**src/hw/rtl/iccpx_pkg.sv**
```systemverilog
`timescale 1ns / 1ps
// ----------------------------------------------------------------------------
// iccpx_pkg
// Types and constants shared by the PNG iCCP chunk extractor modules.
// ----------------------------------------------------------------------------
package iccpx_pkg;

   // Parse phases of the chunk walker.
   typedef enum logic [3:0] {
      PH_SIG,
      PH_LEN,
      PH_TYPE,
      PH_NAME,
      PH_METHOD,
      PH_PAYLOAD,
      PH_SKIP,
      PH_BADSKIP,
      PH_CRC,
      PH_CRC_BAD
   } phase_type;

   // Closing status codes.
   typedef enum logic [2:0] {
      ST_OK,
      ST_SIGNATURE,
      ST_NO_ICCP,
      ST_TRUNCATED,
      ST_MALFORMED
   } status_type;

   // One result item as produced by the parser.
   typedef struct packed {
      logic       valid;
      logic [7:0] payload_byte;
      logic       is_end;
      status_type status;
   } result_type;

   localparam logic [7:0] PNG_SIG [8] = '{
      8'h89, 8'h50, 8'h4e, 8'h47, 8'h0d, 8'h0a, 8'h1a, 8'h0a
   };

   localparam logic [31:0] TYPE_ICCP = 32'h6943_4350;
   localparam logic [31:0] TYPE_IEND = 32'h4945_4e44;
   localparam logic [4:0]  MIN_FILE  = 5'd20;
   localparam logic [2:0]  HDR_TAIL  = 3'd4;

endpackage

```
**src/hw/rtl/iccpx_if.sv**
```systemverilog
`timescale 1ns / 1ps
// ----------------------------------------------------------------------------
// iccpx_if
// Valid/ready channels for file bytes in and extracted items out.
// ----------------------------------------------------------------------------
interface iccpx_req_if;
   logic       valid;
   logic       ready;
   logic [7:0] data_byte;
   logic       last_byte;

   modport source (output valid, output data_byte, output last_byte, input ready);
   modport sink   (input valid, input data_byte, input last_byte, output ready);
endinterface

interface iccpx_rsp_if;
   logic       valid;
   logic       ready;
   logic [7:0] payload_byte;
   logic       is_end;
   logic [2:0] status;

   modport source (output valid, output payload_byte, output is_end, output status,
                   input ready);
   modport sink   (input valid, input payload_byte, input is_end, input status,
                   output ready);
endinterface

```
**src/hw/rtl/iccpx_parser.sv**
```systemverilog
`timescale 1ns / 1ps
// ----------------------------------------------------------------------------
// iccpx_parser
// Byte-wide PNG chunk walker: signature check, chunk headers, iCCP payload.
// ----------------------------------------------------------------------------
module iccpx_parser
   import iccpx_pkg::*;
(
   input  logic       clock,
   input  logic       reset,
   input  logic       in_fire,
   input  logic [7:0] data_byte,
   input  logic       last_byte,
   output result_type res
);

   phase_type   phase_ff,      phase_in;
   logic [4:0]  file_count_ff, file_count_in;
   logic [1:0]  field_idx_ff,  field_idx_in;
   logic [31:0] chunk_len_ff,  chunk_len_in;
   logic [31:0] chunk_type_ff, chunk_type_in;
   logic [31:0] bytes_left_ff, bytes_left_in;
   logic [2:0]  seen_ff,       seen_in;
   logic        finished_ff,   finished_in;

   logic [4:0]  fc_inc;
   logic [31:0] left_dec;
   logic        data_done;
   logic [2:0]  seen_inc;
   logic [31:0] len_shift;
   logic [31:0] type_shift;
   logic        idx_wrap;
   logic        end_hit;
   logic        pay_hit;
   status_type  end_status;
   logic        in_body;

   always_ff @(posedge clock) begin
      if (reset) begin
         phase_ff      <= PH_SIG;
         file_count_ff <= '0;
         field_idx_ff  <= '0;
         seen_ff       <= '0;
         finished_ff   <= 1'b0;
      end else begin
         phase_ff      <= phase_in;
         file_count_ff <= file_count_in;
         field_idx_ff  <= field_idx_in;
         seen_ff       <= seen_in;
         finished_ff   <= finished_in;
      end
   end

   // Length, type and byte count are always loaded before they are read.
   always_ff @(posedge clock) begin
      chunk_len_ff  <= chunk_len_in;
      chunk_type_ff <= chunk_type_in;
      bytes_left_ff <= bytes_left_in;
   end

   always_comb begin
      phase_in      = phase_ff;
      file_count_in = file_count_ff;
      field_idx_in  = field_idx_ff;
      chunk_len_in  = chunk_len_ff;
      chunk_type_in = chunk_type_ff;
      bytes_left_in = bytes_left_ff;
      seen_in       = seen_ff;
      finished_in   = finished_ff;

      fc_inc     = (file_count_ff < MIN_FILE) ? file_count_ff + 5'd1 : file_count_ff;
      left_dec   = (bytes_left_ff == '0) ? '0 : bytes_left_ff - 32'd1;
      data_done  = (bytes_left_ff <= 32'd1);
      seen_inc   = (seen_ff == HDR_TAIL) ? HDR_TAIL : seen_ff + 3'd1;
      len_shift  = {chunk_len_ff[23:0], data_byte};
      type_shift = {chunk_type_ff[23:0], data_byte};
      idx_wrap   = (field_idx_ff == 2'd3);
      end_hit    = 1'b0;
      pay_hit    = 1'b0;
      end_status = ST_OK;
      in_body    = 1'b0;

      if (in_fire) begin
         if (finished_ff) begin
            if (last_byte) begin
               phase_in      = PH_SIG;
               file_count_in = '0;
               field_idx_in  = '0;
               seen_in       = '0;
               finished_in   = 1'b0;
            end
         end else begin
            file_count_in = fc_inc;
            unique case (phase_ff)
               PH_SIG: begin
                  // In this phase the count is below eight, so its low bits
                  // give the position within the signature.
                  if (data_byte != PNG_SIG[file_count_ff[2:0]]) begin
                     end_hit    = 1'b1;
                     end_status = ST_SIGNATURE;
                  end else if (file_count_ff[2:0] == 3'd7) begin
                     phase_in     = PH_LEN;
                     field_idx_in = '0;
                  end
               end
               PH_LEN: begin
                  chunk_len_in = len_shift;
                  field_idx_in = field_idx_ff + 2'd1;
                  if (idx_wrap) begin
                     phase_in = PH_TYPE;
                  end
               end
               PH_TYPE: begin
                  chunk_type_in = type_shift;
                  field_idx_in  = field_idx_ff + 2'd1;
                  if (idx_wrap) begin
                     bytes_left_in = chunk_len_ff;
                     seen_in       = '0;
                     if (type_shift == TYPE_ICCP) begin
                        if (chunk_len_ff < 32'd3) begin
                           phase_in = (chunk_len_ff == '0) ? PH_CRC_BAD : PH_BADSKIP;
                        end else begin
                           phase_in = PH_NAME;
                        end
                     end else begin
                        phase_in = (chunk_len_ff == '0) ? PH_CRC : PH_SKIP;
                     end
                  end
               end
               PH_NAME: begin
                  bytes_left_in = left_dec;
                  seen_in       = seen_inc;
                  if (data_done) begin
                     phase_in = PH_CRC_BAD;
                  end else if (data_byte == 8'd0) begin
                     phase_in = PH_METHOD;
                  end
               end
               PH_METHOD: begin
                  bytes_left_in = left_dec;
                  seen_in       = seen_inc;
                  if (data_done) begin
                     phase_in = PH_CRC_BAD;
                  end else if (data_byte != 8'd0) begin
                     phase_in = PH_BADSKIP;
                  end else begin
                     phase_in = PH_PAYLOAD;
                  end
               end
               PH_PAYLOAD: begin
                  bytes_left_in = left_dec;
                  seen_in       = seen_inc;
                  pay_hit       = 1'b1;
                  if (data_done) begin
                     phase_in = PH_CRC;
                  end
               end
               PH_SKIP: begin
                  bytes_left_in = left_dec;
                  seen_in       = seen_inc;
                  if (data_done) begin
                     phase_in = PH_CRC;
                  end
               end
               PH_BADSKIP: begin
                  bytes_left_in = left_dec;
                  seen_in       = seen_inc;
                  if (data_done) begin
                     phase_in = PH_CRC_BAD;
                  end
               end
               PH_CRC, PH_CRC_BAD: begin
                  field_idx_in = field_idx_ff + 2'd1;
                  seen_in      = seen_inc;
                  if (idx_wrap) begin
                     if (phase_ff == PH_CRC_BAD) begin
                        end_hit    = 1'b1;
                        end_status = ST_MALFORMED;
                     end else if (chunk_type_ff == TYPE_ICCP) begin
                        end_hit    = 1'b1;
                        end_status = ST_OK;
                     end else if (chunk_type_ff == TYPE_IEND) begin
                        end_hit    = 1'b1;
                        end_status = ST_NO_ICCP;
                     end else begin
                        phase_in = PH_LEN;
                     end
                  end
               end
               default: begin
               end
            endcase

            // End of file before a decision: the saturating count of bytes past
            // the chunk header tells truncation from a clean chunk boundary.
            if (!end_hit && last_byte) begin
               in_body = (phase_in >= PH_NAME) && (phase_in <= PH_CRC_BAD);
               end_hit = 1'b1;
               if ((fc_inc < MIN_FILE) || (phase_in == PH_SIG)) begin
                  end_status = ST_SIGNATURE;
               end else if (in_body && (seen_in >= HDR_TAIL)) begin
                  end_status = ST_TRUNCATED;
               end else begin
                  end_status = ST_NO_ICCP;
               end
            end

            if (end_hit) begin
               if (last_byte) begin
                  phase_in      = PH_SIG;
                  file_count_in = '0;
                  field_idx_in  = '0;
                  seen_in       = '0;
                  finished_in   = 1'b0;
               end else begin
                  finished_in = 1'b1;
               end
            end
         end
      end

      res.valid        = end_hit || pay_hit;
      res.payload_byte = end_hit ? 8'd0 : data_byte;
      res.is_end       = end_hit;
      res.status       = end_hit ? end_status : ST_OK;
   end

endmodule

```
**src/hw/rtl/iccpx_out_buf.sv**
```systemverilog
`timescale 1ns / 1ps
// ----------------------------------------------------------------------------
// iccpx_out_buf
// Two-entry output register with skid stage; ready toward the parser is
// registered.
// ----------------------------------------------------------------------------
module iccpx_out_buf
   import iccpx_pkg::*;
(
   input  logic             clock,
   input  logic             reset,
   input  result_type       push_item,
   output logic             in_ready,
   iccpx_rsp_if.source      rsp
);

   logic       main_valid_ff, main_valid_in;
   logic       skid_valid_ff, skid_valid_in;
   result_type main_ff,       main_in;
   result_type skid_ff,       skid_in;
   logic       push;
   logic       pop;

   assign push     = push_item.valid;
   assign pop      = main_valid_ff && rsp.ready;
   assign in_ready = !skid_valid_ff;

   always_comb begin
      main_valid_in = main_valid_ff;
      skid_valid_in = skid_valid_ff;
      main_in       = main_ff;
      skid_in       = skid_ff;
      if (skid_valid_ff) begin
         if (pop) begin
            main_in       = skid_ff;
            skid_valid_in = 1'b0;
         end
      end else if (push) begin
         if (!main_valid_ff || pop) begin
            main_in       = push_item;
            main_valid_in = 1'b1;
         end else begin
            skid_in       = push_item;
            skid_valid_in = 1'b1;
         end
      end else if (pop) begin
         main_valid_in = 1'b0;
      end
   end

   always_ff @(posedge clock) begin
      if (reset) begin
         main_valid_ff <= 1'b0;
         skid_valid_ff <= 1'b0;
      end else begin
         main_valid_ff <= main_valid_in;
         skid_valid_ff <= skid_valid_in;
      end
   end

   always_ff @(posedge clock) begin
      main_ff <= main_in;
      skid_ff <= skid_in;
   end

   assign rsp.valid        = main_valid_ff;
   assign rsp.payload_byte = main_ff.payload_byte;
   assign rsp.is_end       = main_ff.is_end;
   assign rsp.status       = main_ff.status;

endmodule

```
**src/hw/rtl/png_iccp_chunk_extractor.sv**
```systemverilog
`timescale 1ns / 1ps
// Results are registered into the output stage (main entry, or skid while main
// stalls). Throughput: one byte per cycle while skid is empty; parser state
// updates in the transfer cycle and two entries absorb back-pressure.
// Reset: synchronous, active high; returns to the signature phase with the
// output stage empty. A flagged last byte also returns the parser to that phase.
// ----------------------------------------------------------------------------
// png_iccp_chunk_extractor
// Walks a PNG byte stream and passes out the compressed iCCP profile bytes,
// followed by one closing status item.
// ----------------------------------------------------------------------------
module png_iccp_chunk_extractor
   import iccpx_pkg::*;
(
   input  logic         clock,
   input  logic         reset,
   iccpx_req_if.sink    req_ch,
   iccpx_rsp_if.source  rsp_ch
);

   logic       in_fire;
   logic       buf_ready;
   result_type res;

   assign req_ch.ready = buf_ready;
   assign in_fire      = req_ch.valid && buf_ready;

   iccpx_parser u_parser (
      .clock     (clock),
      .reset     (reset),
      .in_fire   (in_fire),
      .data_byte (req_ch.data_byte),
      .last_byte (req_ch.last_byte),
      .res       (res)
   );

   iccpx_out_buf u_out_buf (
      .clock     (clock),
      .reset     (reset),
      .push_item (res),
      .in_ready  (buf_ready),
      .rsp       (rsp_ch)
   );

endmodule

```
**src/flat_wrapper.sv**
```systemverilog
// flat-port wrapper written by rule: the top's interface ports become plain ports
module png_iccp_chunk_extractor_flat import iccpx_pkg::*;
  (clock, reset, req_ch_valid, req_ch_data_byte, req_ch_last_byte, req_ch_ready, rsp_ch_valid, rsp_ch_payload_byte, rsp_ch_is_end, rsp_ch_status, rsp_ch_ready);
  iccpx_req_if req_ch_i ();
  iccpx_rsp_if rsp_ch_i ();
  input  logic clock;
  input  logic reset;
  input wire logic [$bits(req_ch_i.valid)-1:0] req_ch_valid;
  input wire logic [$bits(req_ch_i.data_byte)-1:0] req_ch_data_byte;
  input wire logic [$bits(req_ch_i.last_byte)-1:0] req_ch_last_byte;
  output wire logic [$bits(req_ch_i.ready)-1:0] req_ch_ready;
  output wire logic [$bits(rsp_ch_i.valid)-1:0] rsp_ch_valid;
  output wire logic [$bits(rsp_ch_i.payload_byte)-1:0] rsp_ch_payload_byte;
  output wire logic [$bits(rsp_ch_i.is_end)-1:0] rsp_ch_is_end;
  output wire logic [$bits(rsp_ch_i.status)-1:0] rsp_ch_status;
  input wire logic [$bits(rsp_ch_i.ready)-1:0] rsp_ch_ready;
  assign req_ch_i.valid = req_ch_valid;
  assign req_ch_i.data_byte = req_ch_data_byte;
  assign req_ch_i.last_byte = req_ch_last_byte;
  assign req_ch_ready = req_ch_i.ready;
  assign rsp_ch_valid = rsp_ch_i.valid;
  assign rsp_ch_payload_byte = rsp_ch_i.payload_byte;
  assign rsp_ch_is_end = rsp_ch_i.is_end;
  assign rsp_ch_status = rsp_ch_i.status;
  assign rsp_ch_i.ready = rsp_ch_ready;
  png_iccp_chunk_extractor u_core (.clock(clock), .reset(reset), .req_ch(req_ch_i), .rsp_ch(rsp_ch_i));
endmodule
```
**config.mk**
```make
export PLATFORM = sky130hd
export DESIGN_NAME = png_iccp_chunk_extractor_flat
export DESIGN_NICKNAME = d
export VERILOG_FILES = /design/src/hw/rtl/iccpx_pkg.sv /design/src/hw/rtl/iccpx_if.sv /design/src/hw/rtl/iccpx_parser.sv /design/src/hw/rtl/iccpx_out_buf.sv /design/src/hw/rtl/png_iccp_chunk_extractor.sv /design/src/flat_wrapper.sv
export SDC_FILE = /design/constraint.sdc
export NUM_CORES = 1
export LEC_CHECK = 0
export BUFFER_PORTS_ARGS = -buffer_cell sky130_fd_sc_hd__buf_2
export CELL_PAD_IN_SITES_DETAIL_PLACEMENT = 0
export CELL_PAD_IN_SITES_GLOBAL_PLACEMENT = 1
export CORE_ASPECT_RATIO = 1.4
export CORE_MARGIN = 1.5
export CORE_UTILIZATION = 45
export DETAILED_ROUTE_END_ITERATION = 16
export PLACE_DENSITY_LB_ADDON = 0.1
export SLEW_MARGIN = 15
export SYNTH_ARGS = -nofsm -noshare
export SYNTH_HDL_FRONTEND = slang
export SYNTH_SLANG_ARGS = --single-unit
```
**constraint.sdc**
```tcl
create_clock -name clock -period 17.3 [get_ports clock]
set_clock_uncertainty 0.2 [all_clocks]
set_input_delay 0.865 -clock clock [delete_from_list [all_inputs] [get_ports clock]]
set_output_delay 0.865 -clock clock [all_outputs]
set_load 0.05 [all_outputs]
```
Yosys cells after proc, flatten, opt, wreduce, memory -nomap -nowiden
Memory sizes are Yosys's and may differ from the RTL's.
Cells that the tools add are included.

storage, ports and cells
  flip-flop bits (word level) = 137
  latch bits = 0
  RAM bits = 0
  memory bits (read-only) = 64
  bits of input ports = 13
  word-level logic and storage cells = 180
  memories = 1

memory list
  memory           words  bits a word  read ports  clocked after Yosys merged registers in  write ports  RTL line            RTL
  (no name shown)  8      8            1           0                                        0            iccpx_parser.sv:98  if (data_byte != PNG_SIG[file_count_ff[2:0]]) begin

operators by class
  add/sub/neg operators = 4
  multiply operators = 0
  divide/modulo/power cells = 0
  magnitude comparators = 8
  eq/ne operators = 20
  shift operators = 0
  muxes and demuxes = 94
  bitwise gates (word level) = 4
  reduce and logical (&&, ||, !) cells = 33

operators with widths
  kind                     number
  $eq A32 B31 Y1 const B   3
  $mux W4                  23
  $logic_not A32 Y1        2
  $mux W32                 2
  $pmux W32 S2             1
  $mux W12                 4
  $mux W3                  14
  $le A32 B1 Y1 const B    1
  $lt A32 B2 Y1 const B    1
  $pmux W4 S8              1
  $sub A32 B1 Y32 const B  1
  $mux W1                  27
  $mux W5                  5
  $mux W8                  3
  $mux W2                  10
  $eq A4 B3 Y1 const B     4
  $reduce_and A3 Y1        5
  $pmux W3 S2              2
  $lt A5 B5 Y1 const B     2
  $eq A4 B2 Y1 const B     2
  $eq A4 B4 Y1 const B     2
  $logic_not A4 Y1         2
  $logic_not A8 Y1         1
  $ne A8 B8 Y1             1
  other kinds (27)         44

Logic depth before layout (Yosys ltp)
Gate-level depths: netlist (run 1).

  depth in word-level cells = 21
  depth in mapped cells = 11
  mapped depth without buffers = 10

By module
From an unflattened synthesis (run 1), not the netlist that was laid out.

second synthesis, totals
  cell total of the unflattened synthesis = 557
  area total of the unflattened synthesis = 6623.9 um2

by module, submodules not included
  module                    instances  cells an instance  area each (um2)  sequential area each (um2)
  iccpx_parser              1          505                5585.4           3183.1
  iccpx_out_buf             1          51                 1032.2           760.7
  png_iccp_chunk_extractor  1          1                  6.3              0.0

Least setup slack after synthesis (run 1)
OpenSTA, ideal clock, no wires.

  path type = input-to-reg
  start = input port req_ch_valid
  end = register u_core.u_parser.bytes_left_ff[0], enable pin
  library setup time = 0.595 ns
  arrival = 6.109 ns
  required time = 16.505 ns
  setup slack = 10.396 ns
  cell stages on the path = 2
  path through = nand2_1 a2111oi_0

on the way
  cells in the longest elaborated chain, start to end = 2

RTL lines
  item                         RTL line                        RTL
  start: declaration           flat_wrapper.sv:8               input wire logic [$bits(req_ch_i.valid)-1:0] req_ch_valid;
  $logic_and A1 B1 Y1          png_iccp_chunk_extractor.sv:26  assign in_fire = req_ch.valid && buf_ready;
  $reduce_and A4 Y1 (no line)  n/a
  end signal: assignment       iccpx_parser.sv:58              bytes_left_ff <= bytes_left_in;
  end: declaration             iccpx_parser.sv:22              logic [31:0] bytes_left_ff, bytes_left_in;

No other way between the ends.
A chain may end at the register's enable or synchronous reset.

Final worst setup path (run 1)
  start = register u_core.u_parser.chunk_type_ff[20]
  end = register u_core.u_out_buf.skid_ff[1] in the netlist's numbering, enable pin

on the way
  cells in the longest elaborated chain, start to end = 17
  elaborated cells between the ends (all ways) = 18

RTL lines
  item                           RTL line             RTL
  start: declaration             iccpx_parser.sv:21   logic [31:0] chunk_type_ff, chunk_type_in;
  start signal: assignment       iccpx_parser.sv:57   chunk_type_ff <= chunk_type_in;
  $eq A32 B31 Y1                 iccpx_parser.sv:182  end else if (chunk_type_ff == TYPE_IEND) begin
  $mux W1                        iccpx_parser.sv:182
  $mux W1 *                      iccpx_parser.sv:179  end else if (chunk_type_ff == TYPE_ICCP) begin
  $mux W1 *                      iccpx_parser.sv:176  if (phase_ff == PH_CRC_BAD) begin
  $mux W1 *                      iccpx_parser.sv:175  if (idx_wrap) begin
  $pmux W1 S2 *                  iccpx_parser.sv:94   unique case (phase_ff)
  $mux W1 *                      iccpx_parser.sv:84   if (finished_ff) begin
  $mux W1 *                      iccpx_parser.sv:83   if (in_fire) begin
  $logic_not A1 Y1               iccpx_parser.sv:196  if (!end_hit && last_byte) begin
  $logic_and A1 B1 Y1            iccpx_parser.sv:196
  $mux W1 *                      iccpx_parser.sv:196
  $mux W1 *                      iccpx_parser.sv:84
  $mux W1 *                      iccpx_parser.sv:83
  $mux W1 *                      iccpx_parser.sv:84
  $mux W1 *                      iccpx_parser.sv:83
  $logic_or A1 B1 Y1 *           iccpx_parser.sv:222  res.valid = end_hit || pay_hit;
  $reduce_and A3 Y1 (no line) *  n/a
  end signal: assignment         iccpx_out_buf.sv:63  skid_ff <= skid_in;
  end: declaration               iccpx_out_buf.sv:20  result_type skid_ff, skid_in;

Mark *: on every way between the ends. The rest lies on a longest branch, timed or not. The select of a mux whose other input is x is not followed.

==> results of run 1 <==
-- layout make-up --
cell class / instances / area [um2] / area share [%]
inverter: 16 / 60.06 / 0.8165
clock inverter: 14 / 115.1 / 1.565
clock buffer: 18 / 439.2 / 5.970
sequential: 137 / 3944 / 53.61
tap: 185 / 231.5 / 3.147
timing repair buffer: 31 / 167.7 / 2.279
multi-input combinational: 381 / 2399 / 32.61
-- Yosys cell counts, types with 4 or more instances --
| cell type | n |
|---|---|
| a21oi_1 | 15 |
| xnor2_1 | 23 |
| a22oi_1 | 7 |
| inv_1 | 15 |
| mux2_2 | 8 |
| nand2b_1 | 4 |
| and3_1 | 6 |
| o21ai_0 | 11 |
| buf_2 | 4 |
| nand3_1 | 8 |
| nor3b_1 | 4 |
| nor4b_2 | 4 |
| ha_1 | 10 |
| o211ai_1 | 5 |
| a211oi_1 | 4 |
| edfxtp_1 | 120 |
| nor3_1 | 17 |
| nand4_1 | 9 |
| nor4_1 | 19 |
| nand2_1 | 64 |
| nor2b_1 | 9 |
| o21ai_1 | 36 |
| or4_1 | 4 |
| a21o_1 | 5 |
| dfxtp_1 | 17 |
| nor2_1 | 43 |
| mux2i_1 | 7 |
| clkbuf_1 | 15 |
| and2_1 | 13 |
| xor2_1 | 7 |
-- flip-flops by register name, summed over array words and instances (netlist names) --
register and count:
u_core.u_parser.chunk_type_ff 32, u_core.u_out_buf.rsp.status 3, u_core.u_parser.bytes_left_ff 32, u_core.u_out_buf.skid_ff 12
u_core.u_parser.chunk_len_ff 32, u_core.u_parser.phase_ff 4, u_core.u_parser.seen_ff 3, u_core.u_out_buf.rsp.valid 1
u_core.u_parser.file_count_ff 5, u_core.u_parser.field_idx_ff 2, u_core.u_out_buf.rsp.is_end 1, u_core.u_out_buf.rsp.payload_byte 8
u_core.u_parser.finished_ff 1, u_core.u_out_buf.skid_valid_ff 1
-- how the worst max path moves through the flow --
stage / slack (ns) / from / end / cells after the start
3_5_place_dp: 13.37 / req_ch_data_byte[0] / u_core.u_out_buf.rsp.payload_byte[4]$_DFFE_PP_ / 9
2_1_floorplan: 10.40 / req_ch_valid / u_core.u_parser.bytes_left_ff[0]$_DFFE_PP_ / 2
5_1_grt: 13.20 / u_core.u_parser.chunk_type_ff[20]$_DFFE_PP_ / u_core.u_out_buf.skid_ff[1]$_DFFE_PP_ / 8
3_3_place_gp: 13.42 / req_ch_data_byte[0] / u_core.u_out_buf.rsp.payload_byte[4]$_DFFE_PP_ / 9
4_1_cts: 13.44 / u_core.u_parser.chunk_type_ff[21]$_DFFE_PP_ / u_core.u_out_buf.rsp.status[1]$_DFFE_PP_ / 8
6_report: 13.60 / u_core.u_parser.chunk_type_ff[20]$_DFFE_PP_ / u_core.u_out_buf.skid_ff[1]$_DFFE_PP_ / 8
-- cell families (layout without fill, tap and decap cells) --
| group | Yosys count | count (layout) | synth area share, % |
|---|---|---|---|
| flip-flops | 137 | 137 | 61.10 |
| AO/OA/AOI/OAI | 105 | 105 | 10.29 |
| AND/OR/NAND/NOR | 221 | 221 | 18.01 |
| adder cells (fa/ha/maj) | 10 | 10 | 1.938 |
| XOR/XNOR | 30 | 30 | 4.071 |
| buffers and inverters | 35 | 79 | 2.113 |
| multiplexers | 15 | 15 | 2.481 |
-- worst register-to-register path, delay by kind of cell, from the launching register on --
family          cells  cell delay, ns
compound gates      5            1.28
flops               1            0.39
simple gates        3            1.45
-- layer usage --
layer / routed length [um] / part of all wire (%) / GRT usage, %
met5: 0 / 0 / 0
met4: 422 / 2.9 / 10.23
met3: 496 / 3.4 / 4.568
met2: 7703 / 53 / 36.77
met1: 6046 / 41 / 23.86
-- power breakdown --
part / total [mW] / leakage, nW / switching, mW / internal [mW]
registers: 0.364 / 1.23 / 0.00219 / 0.362
logic: 0.0379 / 0.983 / 0.0279 / 0.0100
clock network: 0.335 / 0.246 / 0.146 / 0.190
==> metrics.txt, run 1 <==
syn_nets 576; RePlAce Congestion 0.8615; vias per cell around 5.7; I/O Buffers 26; Core Region 13970 um2; PostCTS Resize Cnt 0; hold endpoint u_core.u_parser.chunk_type_ff[22]$_DFFE_PP_; Setup-failing EPs final 0; Arrival @ worst endpoint about 3.5 ns; hpwl dp 10500 um; I/O pin total 27; prevailing post-synth register cell edfxtp_1; setup TNS 0 ns; final hold vios 0; CP Buf/Inv Count 0; cell count after synthesis between 500 and 600; RSZ-0062 raised after global routing no; Die Area 15080 um2; DRC 0; CTS max path bufs 2; Clk Latency, worst-skew pair 0.42 ns; post-synth top area cell edfxtp_1; P&R area growth vs syn 13.96%; total grt overflow 0; MaxCap Viol Count 0; FF-to-FF path depth 8; Pleak 2.456 nW; endpoint type of the worst setup path flop; outcome finished, final reports clean; Highest Clock Rate around 0.27 GHz; Min-Delay Path Class flop to flop; fillers about 1200; Layout Nets 607; Sink Count approximately 140; Critical-path top delay cell nor2b_1; number of global-route vias before repair around 4400; Top delay family on crit path simple AND/OR/NAND/NOR gates; Mapped Area 6455 um2; post-layout util 52.64%; Tightest Pin Transition around 1.1 ns; commonest non-fill, non-tap cells in the layout edfxtp_1 (120), nand2_1 (64), nor2_1 (42); Yosys warning total 0; post-synth top area share 55.82%; WHS 0.2540 ns; reg2reg start u_core.u_parser.chunk_type_ff[20]$_DFFE_PP_; proportion of layout cells with a drive suffix above 1 between 10% and 20%; crit share post-route 21.38%; Die Ht 144.7 um; Area after DPL 6790 um2; GRT Total Usage ~21%; Routed WL 14670 um; Placement Rows 51; Power Total 0.7369 mW; Antenna diodes 0; H-Tree Depth 4; Slew headroom 25.51%; Peak supply drop around 49 uV; crit path cell chain nor4bb_1, nand4_1, a211oi_1, o211ai_1, a21oi_1, o21ai_1, o21a_1, nor2b_1; starting density of the core a little under half; commonest non-fill, non-tap cell in the layout edfxtp_1; DRT iter0 DRCs 226; cts bufs inserted 17; CP startpoint kind flop; root buffer cell clkbuf_16; placed insts 750; wire per inst ~19 um; largest net degree at the start of global routing 37; final max-slew violation count 0; Max stage delay on crit path 0.88 ns; pre-CTS WS ~13 ns; die extent in x 104.2 um; Critical Path RT 17.13 ns; synth top area cells edfxtp_1 (56%), dfxtp_1 (5.3%), nand2_1 (3.7%); Final Cell Area approximately 7400 um2; Synth cell types 60; Setup Crit Path Kind flop to flop; Final Critical Period 3.699 ns; Post-CTS Setup Bufs 0; clock transition at the registers of the reported paths 0.06 ns; global-route wire length before repair 23550 um; Reg2Reg Capture Point u_core.u_out_buf.skid_ff[1]$_DFFE_PP_; antenna violations before repair 0; hold buffers post-CTS 0; Detail Route Antenna Nets 0; Hold Startpoint u_core.u_parser.chunk_type_ff[14]$_DFFE_PP_; setup slack, reg-to-reg 13.60 ns; DR vias 4428; EDFF count, synth 120; non-filler cells, final 782; CP max FO 12; Seq/Total Area, Yosys 61.10%; Async SR Flop Fraction 0%; worst setup margin 13.60 ns; CTS tree yes; syn_area_per_cell 11.67 um2; Power per Cell Area 100.2 nW/um2; FF+latch count, synth 137; Min-Delay Path Depth 0; DRT Pass-1 Iters 5
(Power assumes the default switching activity.)
==> inputs of run 2 (changes only) <==
==> constraint.sdc (replaced) <==
create_clock -name clock -period 3 [get_ports clock]
set_clock_uncertainty 0.2 [all_clocks]
set_input_delay 0.15 -clock clock [delete_from_list [all_inputs] [get_ports clock]]
set_output_delay 0.15 -clock clock [all_outputs]
set_load 0.05 [all_outputs]
==> run 2 against run 1 <==
Net effect: power rose to 6.3 times the previous value; the run now ends with setup timing left; highest routed layer unchanged; die area did not move; first-iteration DRC count fell by 2.7%; sequential share of layout area fell by 5.9 points.
==> metrics.txt, run 2 (same netlist as run 1, synthesis figures left out) <==
Detail Route Antenna Nets 0; wire per inst around 18 um; crit path cell chain or4_4, nor4b_4, nand4_1, mux2i_2, a2111oi_4, nor4b_4, buf_4, nor4b_4, o21ai_1; Min-Delay Path Class primary input to flop; Setup Crit Path Kind flop to flop; commonest non-fill, non-tap cell in the layout edfxtp_1; MaxCap Viol Count 0; antenna violations before repair 0; Die Ht 144.7 um; final max-slew violation count 0; Sink Count between 100 and 150; die extent in x roughly 100 um; DRT iter0 DRCs 220; cts bufs inserted 17; setup TNS -0.1136 ns; Critical Path RT 3.07 ns; DRC 0; Top delay family on crit path simple AND/OR/NAND/NOR gates; endpoint type of the worst setup path flop; DR vias 4726; P&R area growth vs syn 28.11%; crit share post-route 101.9%; CP max FO 3; Setup-failing EPs final 3; starting density of the core between 40% and 50%; Antenna diodes 0; Power per Cell Area 564.1 nW/um2; Tightest Pin Transition 0.5328 ns; CTS tree yes; GRT Total Usage between 20% and 30%; Clk Latency, worst-skew pair between 0.4 and 0.5 ns; global-route wire length before repair approximately 25000 um; Routed WL around 16000 um; Max stage delay on crit path 0.57 ns; CP Buf/Inv Count 1; Layout Nets 689; Pleak 2.974 nW; failing checks setup timing; final hold vios 0; largest net degree at the start of global routing 36; H-Tree Depth 4; Arrival @ worst endpoint 3.13 ns; Slew headroom between 60% and 70%; I/O pin total 27; outcome finished with violations; Peak supply drop 341.6 uV; CP startpoint kind flop; proportion of layout cells with a drive suffix above 1 25.77%; fillers 1135; Critical-path top delay cell or4_4; setup slack, reg-to-reg -0.06 ns; vias per cell between 5 and 6; hpwl dp 11220 um; worst setup margin -0.05844 ns; commonest non-fill, non-tap cells in the layout edfxtp_1 (120), buf_4 (72), nand2_1 (64); WHS 0.02872 ns; I/O Buffers 26; area occupied by multi-input gates 2539 um2; Sequential Area 3945 um2; DRT Pass-1 Iters 5; Largest regs u_core.u_parser.bytes_left_ff x32, u_core.u_parser.chunk_len_ff x32, u_core.u_parser.chunk_type_ff x32; Die Area 15080 um2; Highest Clock Rate about 0.33 GHz; clock transition at the registers of the reported paths approximately 0.060 ns; Top cell by count, worst path nor4b_4; number of global-route vias before repair 4807; RePlAce Congestion 0.8558; CTS max path bufs 2; total grt overflow 0; RSZ-0062 raised after global routing yes; Final Critical Period 3.058 ns; Placement Rows 51; Core Region 13970 um2; root buffer cell clkbuf_16
-- run 2: metal layers --
metal | GRT usage, % | part of all wire, % | vias to the layer above
met5 | 0 | 0 | -
met4 | 11.40 | 3.4 | 0
met3 | 4.254 | 2.6 | 38
met2 | 41.09 | 55 | 93
met1 | 23.86 | 39 | 2298
li1 | - | - | 2297
-- run 2: path summary, 6_finish.rpt --
kind,startpoint,to,cells after the start
worst min-delay path,req_ch_valid,u_core.u_parser.finished_ff$_SDFFE_PP0P_,4
worst max register to register,u_core.u_parser.bytes_left_ff[16]$_DFFE_PP_,u_core.u_out_buf.rsp.status[0]$_DFFE_PP_,9
worst min register to register,u_core.u_parser.chunk_type_ff[20]$_DFFE_PP_,u_core.u_parser.chunk_type_ff[28]$_DFFE_PP_,0
worst max-delay path,u_core.u_parser.bytes_left_ff[16]$_DFFE_PP_,u_core.u_out_buf.rsp.status[0]$_DFFE_PP_,9
-- run 2: area by class of cell --
class	instances	area share [%]
inverters	16	0.7263
clock inverters	14	2.678
clock buffers	18	5.190
flip-flops and latches	137	47.71
repair buffers	113	10.20
well taps	185	2.799
multi-input cells	381	30.70
-- run 2: repair_timing --
action | 4_1_cts | 5_1_grt
hold buffers | 12 | 0
cloned | 0 | 1
pin swaps | 3 | 12
setup endpoints to repair | 24 | 37
buffers inserted | 1 | 5
gates resized for setup | 8 | 19
endpoints found under the hold margin | 34 | 0
-- run 2: power by group --
group	switching, mW	leakage, nW	total [mW]	internal (mW)
Clock	0.811	0.307	2.29	1.48
Combinational	0.178	1.44	0.277	0.0992
Sequential	0.0101	1.23	2.10	2.09
Total	0.999	2.97	4.66	3.67
-- run 2: worst min-delay path, stage by stage --
cell,delay [ns]
buf_2,0.10
nor2b_1,0.16
a21oi_1,0.13
a211oi_1,0.05
-- run 2: through the flow --
step / area [um2] / utilization (%) / power (mW) / setup WS, ns / instances
after floorplan: 6491 / - / 2.286 / -0.05812 / 553
after global placement: 7323 / 52.40 / 2.383 / -0.06727 / 814
after detailed placement: 7323 / 52.40 / 2.386 / -0.1742 / 814
after CTS: 8150 / 58.32 / 4.687 / -0.06917 / 859
after global routing: 8269 / 59.17 / 4.800 / -0.1628 / 864
final: 8269 / 59.17 / 4.664 / -0.05844 / 864
